**config.mk**
```make
export PLATFORM = sky130hd
export DESIGN_NAME = pcp_ctrl
export DESIGN_NICKNAME = d
export VERILOG_FILES = /design/src/rtl/pcp_pkg.sv /design/src/rtl/pcp_ctrl.sv
export SDC_FILE = /design/constraint.sdc
export NUM_CORES = 1
export LEC_CHECK = 0
export BUFFER_PORTS_ARGS = -buffer_cell sky130_fd_sc_hd__buf_2
export CORE_ASPECT_RATIO = 0.7
export CORE_MARGIN = 2
export CORE_UTILIZATION = 52
export CTS_CLUSTER_SIZE = 14
export DETAILED_ROUTE_END_ITERATION = 8
export PLACE_DENSITY = 0.8
export SLEW_MARGIN = 5
export SYNTH_ARGS = -nofsm -noshare
export SYNTH_HDL_FRONTEND = slang
export SYNTH_SLANG_ARGS = --single-unit
```
**constraint.sdc**
```tcl
create_clock -name clk -period 1.85 [get_ports clk]
set_input_delay 0.0925 -clock clk [delete_from_list [all_inputs] [get_ports clk]]
set_output_delay 0.0925 -clock clk [all_outputs]
set_load 0.02 [all_outputs]
```
**src/rtl/pcp_pkg.sv**
```systemverilog
`timescale 1ns / 1ps
package pcp_pkg;

  localparam int COORD_BITS     = 24;
  localparam int MAX_POINTS_DEF = 32;

  // register and field widths
  localparam int CNT_W   = 6;
  localparam int IDX_W   = 5;
  localparam int SEG_W   = 5;
  localparam int FRAC_BITS = 16;
  localparam int FRAC_W  = FRAC_BITS + 1;
  localparam int DIST_W  = 50;

  // datapath widths
  localparam int DW      = COORD_BITS + 1;          // coordinate difference
  localparam int SQ_W    = 2 * COORD_BITS + 2;      // sum of three squares
  localparam int PROJ_W  = 2 * COORD_BITS + 3;      // signed dot product
  localparam int MOP_W   = (DW > FRAC_W + 1) ? DW : FRAC_W + 1;
  localparam int PROD_W  = 2 * MOP_W;
  localparam int ACC_W   = 2 * COORD_BITS + FRAC_W + 4;
  localparam int DIV_CNT_W = $clog2(FRAC_BITS + 1);

  localparam logic [FRAC_W-1:0] FRAC_ONE = FRAC_W'(1) << FRAC_BITS;
  localparam logic [CNT_W-1:0]  PC_RESET = CNT_W'(2);

  // item operations
  localparam logic OP_WRITE = 1'b0;
  localparam logic OP_QUERY = 1'b1;

  // multiply-accumulate jobs
  localparam logic [2:0] MAC_DSQ  = 3'd0;
  localparam logic [2:0] MAC_PROJ = 3'd1;
  localparam logic [2:0] MAC_LEN  = 3'd2;
  localparam logic [2:0] MAC_SUB  = 3'd3;
  localparam logic [2:0] MAC_PT   = 3'd4;

  // segment counter operations
  localparam logic [2:0] I_HOLD     = 3'd0;
  localparam logic [2:0] I_LOAD_N   = 3'd1;
  localparam logic [2:0] I_LOAD_HOME = 3'd2;
  localparam logic [2:0] I_LOAD_ONE = 3'd3;
  localparam logic [2:0] I_INC      = 3'd4;
  localparam logic [2:0] I_DEC      = 3'd5;
  localparam logic [2:0] I_LOAD_HM1 = 3'd6;

  // best-result update sources
  localparam logic [1:0] UPD_INIT = 2'd0;
  localparam logic [1:0] UPD_ZERO = 2'd1;
  localparam logic [1:0] UPD_FRAC = 2'd2;

  typedef struct packed {
    logic                         operation;
    logic [IDX_W-1:0]             point_index;
    logic signed [COORD_BITS-1:0] coord_x;
    logic signed [COORD_BITS-1:0] coord_y;
    logic signed [COORD_BITS-1:0] coord_z;
    logic [CNT_W-1:0]             start_segment;
  } in_item_t;

  typedef struct packed {
    logic [DIST_W-1:0]            distance_sq;
    logic [SEG_W-1:0]             segment;
    logic [FRAC_W-1:0]            fraction;
    logic signed [COORD_BITS-1:0] near_x;
    logic signed [COORD_BITS-1:0] near_y;
    logic signed [COORD_BITS-1:0] near_z;
  } out_item_t;

  typedef struct packed {
    logic       wr_en;
    logic       capture;
    logic [2:0] i_op;
    logic       rd_en;
    logic       rd_cur;
    logic       ld_s;
    logic       ld_l;
    logic       mac_en;
    logic [2:0] mac_op;
    logic [1:0] mac_k;
    logic       store_en;
    logic       div_start;
    logic       upd_en;
    logic [1:0] upd_src;
    logic       out_load;
  } pcp_cmd_t;

  typedef struct packed {
    logic full;
    logic proj_pos;
    logic proj_lt_len;
    logic proj_gt_len;
    logic dsq_lt_best;
    logic d_lt_best;
    logic prev_is_best;
    logic i_last;
    logic i_one;
    logic home_gt1;
    logic div_busy;
    logic out_free;
  } pcp_stat_t;

endpackage

```
**src/rtl/pcp_ctrl.sv**
```systemverilog
`timescale 1ns / 1ps
module pcp_ctrl import pcp_pkg::*; (
  input  logic      clk,
  input  logic      rst,
  input  logic      in_valid,
  input  logic      in_op,
  output logic      in_ready,
  input  pcp_stat_t stat,
  output pcp_cmd_t  cmd
);

  localparam logic [3:0] S_IDLE   = 4'd0;
  localparam logic [3:0] S_SETUP  = 4'd1;
  localparam logic [3:0] S_RD_S   = 4'd2;
  localparam logic [3:0] S_RD_E   = 4'd3;
  localparam logic [3:0] S_LD_E   = 4'd4;
  localparam logic [3:0] S_MAC    = 4'd5;
  localparam logic [3:0] S_STORE  = 4'd6;
  localparam logic [3:0] S_DECIDE = 4'd7;
  localparam logic [3:0] S_LCHK   = 4'd8;
  localparam logic [3:0] S_DIVGO  = 4'd9;
  localparam logic [3:0] S_DIVW   = 4'd10;
  localparam logic [3:0] S_DCHK   = 4'd11;
  localparam logic [3:0] S_UPD    = 4'd12;
  localparam logic [3:0] S_NEXT   = 4'd13;
  localparam logic [3:0] S_BSTART = 4'd14;
  localparam logic [3:0] S_FIN    = 4'd15;

  localparam logic [2:0] PH_INIT = 3'd0;
  localparam logic [2:0] PH_FULL = 3'd1;
  localparam logic [2:0] PH_HOME = 3'd2;
  localparam logic [2:0] PH_FWD  = 3'd3;
  localparam logic [2:0] PH_BWD  = 3'd4;

  logic [3:0] state, state_next;
  logic [2:0] phase, phase_next;
  logic [2:0] op, op_next;
  logic [1:0] k, k_next;

  always_ff @(posedge clk) begin
    if (rst) begin
      state <= S_IDLE;
      phase <= PH_INIT;
      op    <= MAC_DSQ;
      k     <= 2'd0;
    end else begin
      state <= state_next;
      phase <= phase_next;
      op    <= op_next;
      k     <= k_next;
    end
  end

  always_comb begin
    state_next = state;
    phase_next = phase;
    op_next    = op;
    k_next     = k;
    in_ready   = 1'b0;
    cmd        = '0;
    cmd.i_op   = I_HOLD;
    cmd.mac_op = op;
    cmd.mac_k  = k;
    cmd.upd_src = UPD_ZERO;

    unique case (state)
      S_IDLE: begin
        in_ready = 1'b1;
        if (in_valid) begin
          if (in_op == OP_QUERY) begin
            cmd.capture = 1'b1;
            state_next  = S_SETUP;
          end else begin
            cmd.wr_en = 1'b1;
          end
        end
      end
      S_SETUP: begin
        if (stat.full) begin
          cmd.i_op   = I_LOAD_N;
          phase_next = PH_INIT;
        end else begin
          cmd.i_op   = I_LOAD_HOME;
          phase_next = PH_HOME;
        end
        state_next = S_RD_S;
      end
      S_RD_S: begin
        cmd.rd_en  = 1'b1;
        state_next = S_RD_E;
      end
      S_RD_E: begin
        cmd.ld_s   = 1'b1;
        cmd.rd_en  = 1'b1;
        cmd.rd_cur = 1'b1;
        if (phase == PH_INIT) begin
          op_next    = MAC_DSQ;
          k_next     = 2'd0;
          state_next = S_MAC;
        end else begin
          state_next = S_LD_E;
        end
      end
      S_LD_E: begin
        cmd.ld_l   = 1'b1;
        op_next    = MAC_DSQ;
        k_next     = 2'd0;
        state_next = S_MAC;
      end
      S_MAC: begin
        cmd.mac_en = 1'b1;
        if (k == 2'd2) begin
          k_next     = 2'd0;
          state_next = (op == MAC_PT) ? S_UPD : S_STORE;
        end else begin
          k_next = k + 2'd1;
        end
      end
      S_STORE: begin
        cmd.store_en = 1'b1;
        case (op)
          MAC_DSQ: begin
            if (phase == PH_INIT) begin
              state_next = S_UPD;
            end else begin
              op_next    = MAC_PROJ;
              state_next = S_MAC;
            end
          end
          MAC_PROJ: state_next = S_DECIDE;
          MAC_LEN:  state_next = S_LCHK;
          default:  state_next = S_DCHK;
        endcase
      end
      S_DECIDE: begin
        op_next = MAC_LEN;
        if (stat.proj_pos) begin
          state_next = S_MAC;
        end else begin
          case (phase)
            PH_FULL: begin
              if (!stat.prev_is_best && stat.dsq_lt_best) begin
                cmd.upd_en = 1'b1;
              end
              state_next = S_NEXT;
            end
            PH_HOME: begin
              cmd.upd_en = 1'b1;
              state_next = S_NEXT;
            end
            PH_FWD: state_next = S_BSTART;
            default: begin
              if (stat.dsq_lt_best) begin
                cmd.upd_en = 1'b1;
                state_next = S_NEXT;
              end else begin
                state_next = S_FIN;
              end
            end
          endcase
        end
      end
      S_LCHK: begin
        case (phase)
          PH_FULL: state_next = stat.proj_lt_len ? S_DIVGO : S_NEXT;
          PH_BWD:  state_next = stat.proj_gt_len ? S_FIN : S_DIVGO;
          default: state_next = S_DIVGO;
        endcase
      end
      S_DIVGO: begin
        cmd.div_start = 1'b1;
        state_next    = S_DIVW;
      end
      S_DIVW: begin
        if (!stat.div_busy) begin
          op_next    = MAC_SUB;
          k_next     = 2'd0;
          state_next = S_MAC;
        end
      end
      S_DCHK: begin
        op_next = MAC_PT;
        k_next  = 2'd0;
        case (phase)
          PH_FULL: state_next = stat.d_lt_best ? S_MAC : S_NEXT;
          PH_HOME: state_next = S_MAC;
          PH_FWD:  state_next = stat.d_lt_best ? S_MAC : S_BSTART;
          default: state_next = stat.d_lt_best ? S_MAC : S_FIN;
        endcase
      end
      S_UPD: begin
        cmd.upd_en = 1'b1;
        if (phase == PH_INIT) begin
          cmd.upd_src = UPD_INIT;
          cmd.i_op    = I_LOAD_ONE;
          phase_next  = PH_FULL;
          state_next  = S_RD_S;
        end else begin
          cmd.upd_src = UPD_FRAC;
          state_next  = S_NEXT;
        end
      end
      S_NEXT: begin
        case (phase)
          PH_FULL: begin
            if (stat.i_last) begin
              state_next = S_FIN;
            end else begin
              cmd.i_op   = I_INC;
              state_next = S_RD_S;
            end
          end
          PH_BWD: begin
            if (stat.i_one) begin
              state_next = S_FIN;
            end else begin
              cmd.i_op   = I_DEC;
              state_next = S_RD_S;
            end
          end
          default: begin
            if (stat.i_last) begin
              state_next = S_BSTART;
            end else begin
              cmd.i_op   = I_INC;
              phase_next = PH_FWD;
              state_next = S_RD_S;
            end
          end
        endcase
      end
      S_BSTART: begin
        if (stat.home_gt1) begin
          cmd.i_op   = I_LOAD_HM1;
          phase_next = PH_BWD;
          state_next = S_RD_S;
        end else begin
          state_next = S_FIN;
        end
      end
      S_FIN: begin
        if (stat.out_free) begin
          cmd.out_load = 1'b1;
          state_next   = S_IDLE;
        end
      end
      default: state_next = S_IDLE;
    endcase
  end

endmodule

```
# [Word level (Yosys, flattened, before mapping)]
# Index checks and enable logic that the tools add are counted.
[op_classes] eq_ne=35 bitwise_logic=0 n_lt_le_gt_ge=0 reduce_logical=16 shifts=0 mux=68 multipliers=0 addsub=1 n_div=0
[op_table] cell="4-bit two-way mux" count=16
[op_table] cell="4-bit case mux with 16 select lines" count=1
[op_table] cell="3-bit two-way mux" count=14
[op_table] cell="4-bit == test (second input constant)" count=8
[op_table] cell="2-bit two-way mux" count=12
[op_table] cell="3-bit case mux with 4 select lines" count=2
[op_table] cell="4-bit case mux with 3 select lines" count=2
[op_table] cell="2-bit != test (second input constant)" count=11
[op_table] cell="3-bit case mux with 6 select lines" count=1
[op_table] cell="4-bit by 3-bit == test with 1-bit output (second input constant)" count=4
[op_table] cell="4-bit case mux with 2 select lines" count=2
[op_table] cell="5-bit AND reduction" count=3
[op_table] cell="1-bit two-way mux" count=14
[op_table] cell="3-bit by 2-bit == test with 1-bit output (second input constant)" count=3
[op_table] cell="4-bit by 2-bit == test with 1-bit output (second input constant)" count=2
[op_table] cell="2-bit case mux with 4 select lines" count=1
[op_table] cell="4-bit nonzero test" count=2
[op_table] cell="2-bit OR reduction" count=4
[op_table] cell="3-bit by 1-bit == test with 1-bit output (second input constant)" count=2
[op_table] cell="3-bit == test (second input constant)" count=2
[op_table] cell="3-bit zero test" count=2
[op_table] cell="3-bit case mux with 2 select lines" count=1
[op_table] cell="6-bit nonzero test" count=1
[op_table] cell="4-bit by 1-bit == test with 1-bit output (second input constant)" count=1
[op_table] cell="9 further kinds" count=9
[totals] n_memories=0 in_bits=16 latch_bits=0 output_inout_bits=22 ramBits=0 wordCells=124 romBits=0 ff_bits=12

# [Logic depth before layout (Yosys ltp)]
[logic_depth] depth_word=6 mapped_depth=8 depth_no_buf=5

# [Worst setup path after synthesis]
# OpenSTA, ideal clock, no wires.
[synth_path] kind="reg-to-output" start="reg phase[2]" end="out cmd[17] (netlist bit)" path_slack_ps=166 n_path_buf=1 t_required_ps=1757 arrival_ps=1592 stages_incl_launch_ff=6 path_cell_list="dfxtp_1 -> buf_2 -> or3_1 -> nor3_1 -> nor2_1 -> o21ai_0"
[synth_rtl] item="start: declaration" line="pcp_ctrl.sv:36" text="logic [2:0] phase, phase_next;"
[synth_rtl] item="start signal: assignment" line="pcp_ctrl.sv:48" text="phase <= phase_next;"
[synth_rtl] item="end: declaration" line="pcp_ctrl.sv:9" text="output pcp_cmd_t cmd"

==> reports/metrics.cfg <==
[finish]
antenna_cells=0
fin_cells=276
layout_commonest_cell=buf_2
nets=260
area_growth_pct=37.6
drive_above_1_share=0.380
fillerInstances=198
layout_common_cells=buf_2, buf_4, nor2_1, a21oi_1, nand2b_1

[grt]
grt_overflow=0
track_usage=0.318
grt_pass1_vias=1514
grt_max_degree=16
antenna_found_initial=0
grt_pass1_wl_microns=7110

[sta]
fin_crit_sh=0.981
timing.final.crit_period_ps=1810
tightest_slew_ps=393
setup_tns_ps=0
slew_headroom=0.735
finClkSkew_ps=4.79
hold_ws_ps=150
setup_viol=0
fmax_ghz=0.551
hold_violations=0
setup_slack_ps=36.0
final_max_slew_viol_count=0

[hold_path]
hold_class=primary input to register
min_from=rst

[yosys]
seq_area_frac_synth=0.186
synth_area_sq_um=1290
yosysWarnings=0
synth-async-reset-ratio=0
ys.flop_type=dfxtp_1
synth_nets=203
avgSynthCellArea_sq_um=6.93
synthCells=187
synth-seq-cells=12
synth_cell_type_count=54
synth_edf_count=0

[setup_path]
worstReg2RegStart=phase[2]$_SDFFE_PP0P_
endpoint_kind=output port
r2r_slack_ps=90
critPathLaunch=phase[2]$_SDFFE_PP0P_
crit_family=simple AND/OR/NAND/NOR gates
cp_slowest_cell=or3_4
cpPeakStageDelay_ps=400
worstPathArrival_ps=1720
crit_path_cell_trace=buf_4, or3_4, nor3_4, a21oi_1, o32ai_2, buf_4
worst-path-buf-inv=2
crit_path_max_fanout=3
cp.required_ps=1760
worst-setup-path-type=register to output port
critPathLaunchType=register
crit_top_cell=buf_4

[detailed_routing]
drcViolationCount=0
first_iter_violations=151
via_count=1723
wl_per_cell_microns=16.1
dr.pass1.iters=6
vias_per_cell=6.24
ant_nets=0
routed_wl_microns=4450

[placement]
place_inst=271
hpwl_microns=3510
globalplace.congestion=0.918
port_buffers=37
place_ws_ps=29.3

[clock_network]
cts_sinks=12
clkLatencyLatePin_ps=270
cts_max_level=1
cts_made_buffers=3
clockBufferDepth=2
cts_root_buf=clkbuf_4
cts_tree=built
path_clk_slew_ps=80

[floorplanning]
die_w_microns=63.6
start_util=0.535
die_area_sq_um=2910
num_io_pins=38
coreArea_sq_um=2420
fp.dieH_microns=45.8
num_rows=15

[power_and_ir_drop]
p_per_area_nw_per_um2=894
vdd_drop_max_mv=0.437
p_leak_nw=0.741

[outcome]
status=complete, no violations

[flow_run]
maxCapViolations=0

-- cell type report --
class | count | area (sq um) | share of cell area
multi-input cells | 149 | 983 | 0.552
well taps | 34 | 42.5 | 0.0239
inverters | 8 | 30.0 | 0.0169
flip-flops and latches | 12 | 253 | 0.142
repair buffers | 70 | 450 | 0.253
clock buffers | 3 | 22.5 | 0.0126
-- stage by stage --
step | area, sq um | power (mW) | util
CTS | 1730 | 1.54 | 0.714
global route | 1780 | 1.69 | 0.736
detailed placement | 1680 | 1.35 | 0.693
finish | 1780 | 1.59 | 0.736
floorplan | 1290 | 0.981 | -
global placement | 1680 | 1.33 | 0.693
-- Yosys cell counts, types with 3 or more instances --
| cell | instances | area share |
|---|---|---|
| o21a_1 | 4 | 0.023 |
| dfxtp_1 | 12 | 0.19 |
| nor3_1 | 7 | 0.027 |
| inv_1 | 8 | 0.023 |
| nand2_1 | 11 | 0.032 |
| or3_1 | 3 | 0.014 |
| nand2b_1 | 11 | 0.053 |
| nor2_1 | 27 | 0.078 |
| clkbuf_1 | 7 | 0.020 |
| buf_2 | 6 | 0.023 |
| o21ai_0 | 8 | 0.031 |
| o22ai_1 | 3 | 0.014 |
| mux2i_1 | 4 | 0.031 |
| nand3_1 | 7 | 0.027 |
| o31ai_1 | 4 | 0.023 |
| a31oi_1 | 3 | 0.014 |
| a21oi_1 | 15 | 0.058 |
-- sequential cells by signal, indices dropped and copies added (netlist names) --
name / flops
state: 4
op: 3
phase: 3
k: 2
-- report_power, final --
group	leakage (nW)	total (mW)	internal [mW]	switching [mW]
sequential	0.0998	0.378	0.298	0.0804
clock	0.0138	0.166	0.0752	0.0911
combinational	0.628	1.05	0.497	0.552
-- path summary, 6_finish.rpt --
check                           to  depth (start not counted)
max                        cmd[16]                          6
min             op[2]$_SDFFE_PP0P_                          2
max reg2reg  state[2]$_SDFFE_PP0P_                          6
min reg2reg  phase[1]$_SDFFE_PP0P_                          2
-- worst register-to-register path, delay by kind of cell, from the launching register on --
family | cells | cell delay [ps]
buffers and inverters | 1 | 170
AO/OA/AOI/OAI | 4 | 990
AND/OR/NAND/NOR | 1 | 160
flip-flops | 1 | 330
-- layer usage --
metal	vias to the layer above	share of wire	global-route usage	wire, microns
met5	-	0	0	0
met4	0	0.013	0.0783	57
met3	10	0.11	0.0619	507
met2	102	0.44	0.518	1960
met1	801	0.43	0.439	1930
li1	810	-	-	-
-- cell families after synthesis --
logic type	share of synthesized area
and+or+nand+nor	0.340
muxes	0.0309
xor gates and xnor gates	0.0135
AOI/OAI and AO/OA	0.337
DFF	0.186
buffers and inverters	0.0928
-- timing repair --
action                                 CTS  global route
hold buffers                             0             0
setup endpoints to repair                6             6
pin swaps                                1             3
endpoints found under the hold margin    0             0
gates resized for setup                  9            13
buffers inserted                         0             2
Note: power is estimated with default switching activity, not from simulation.
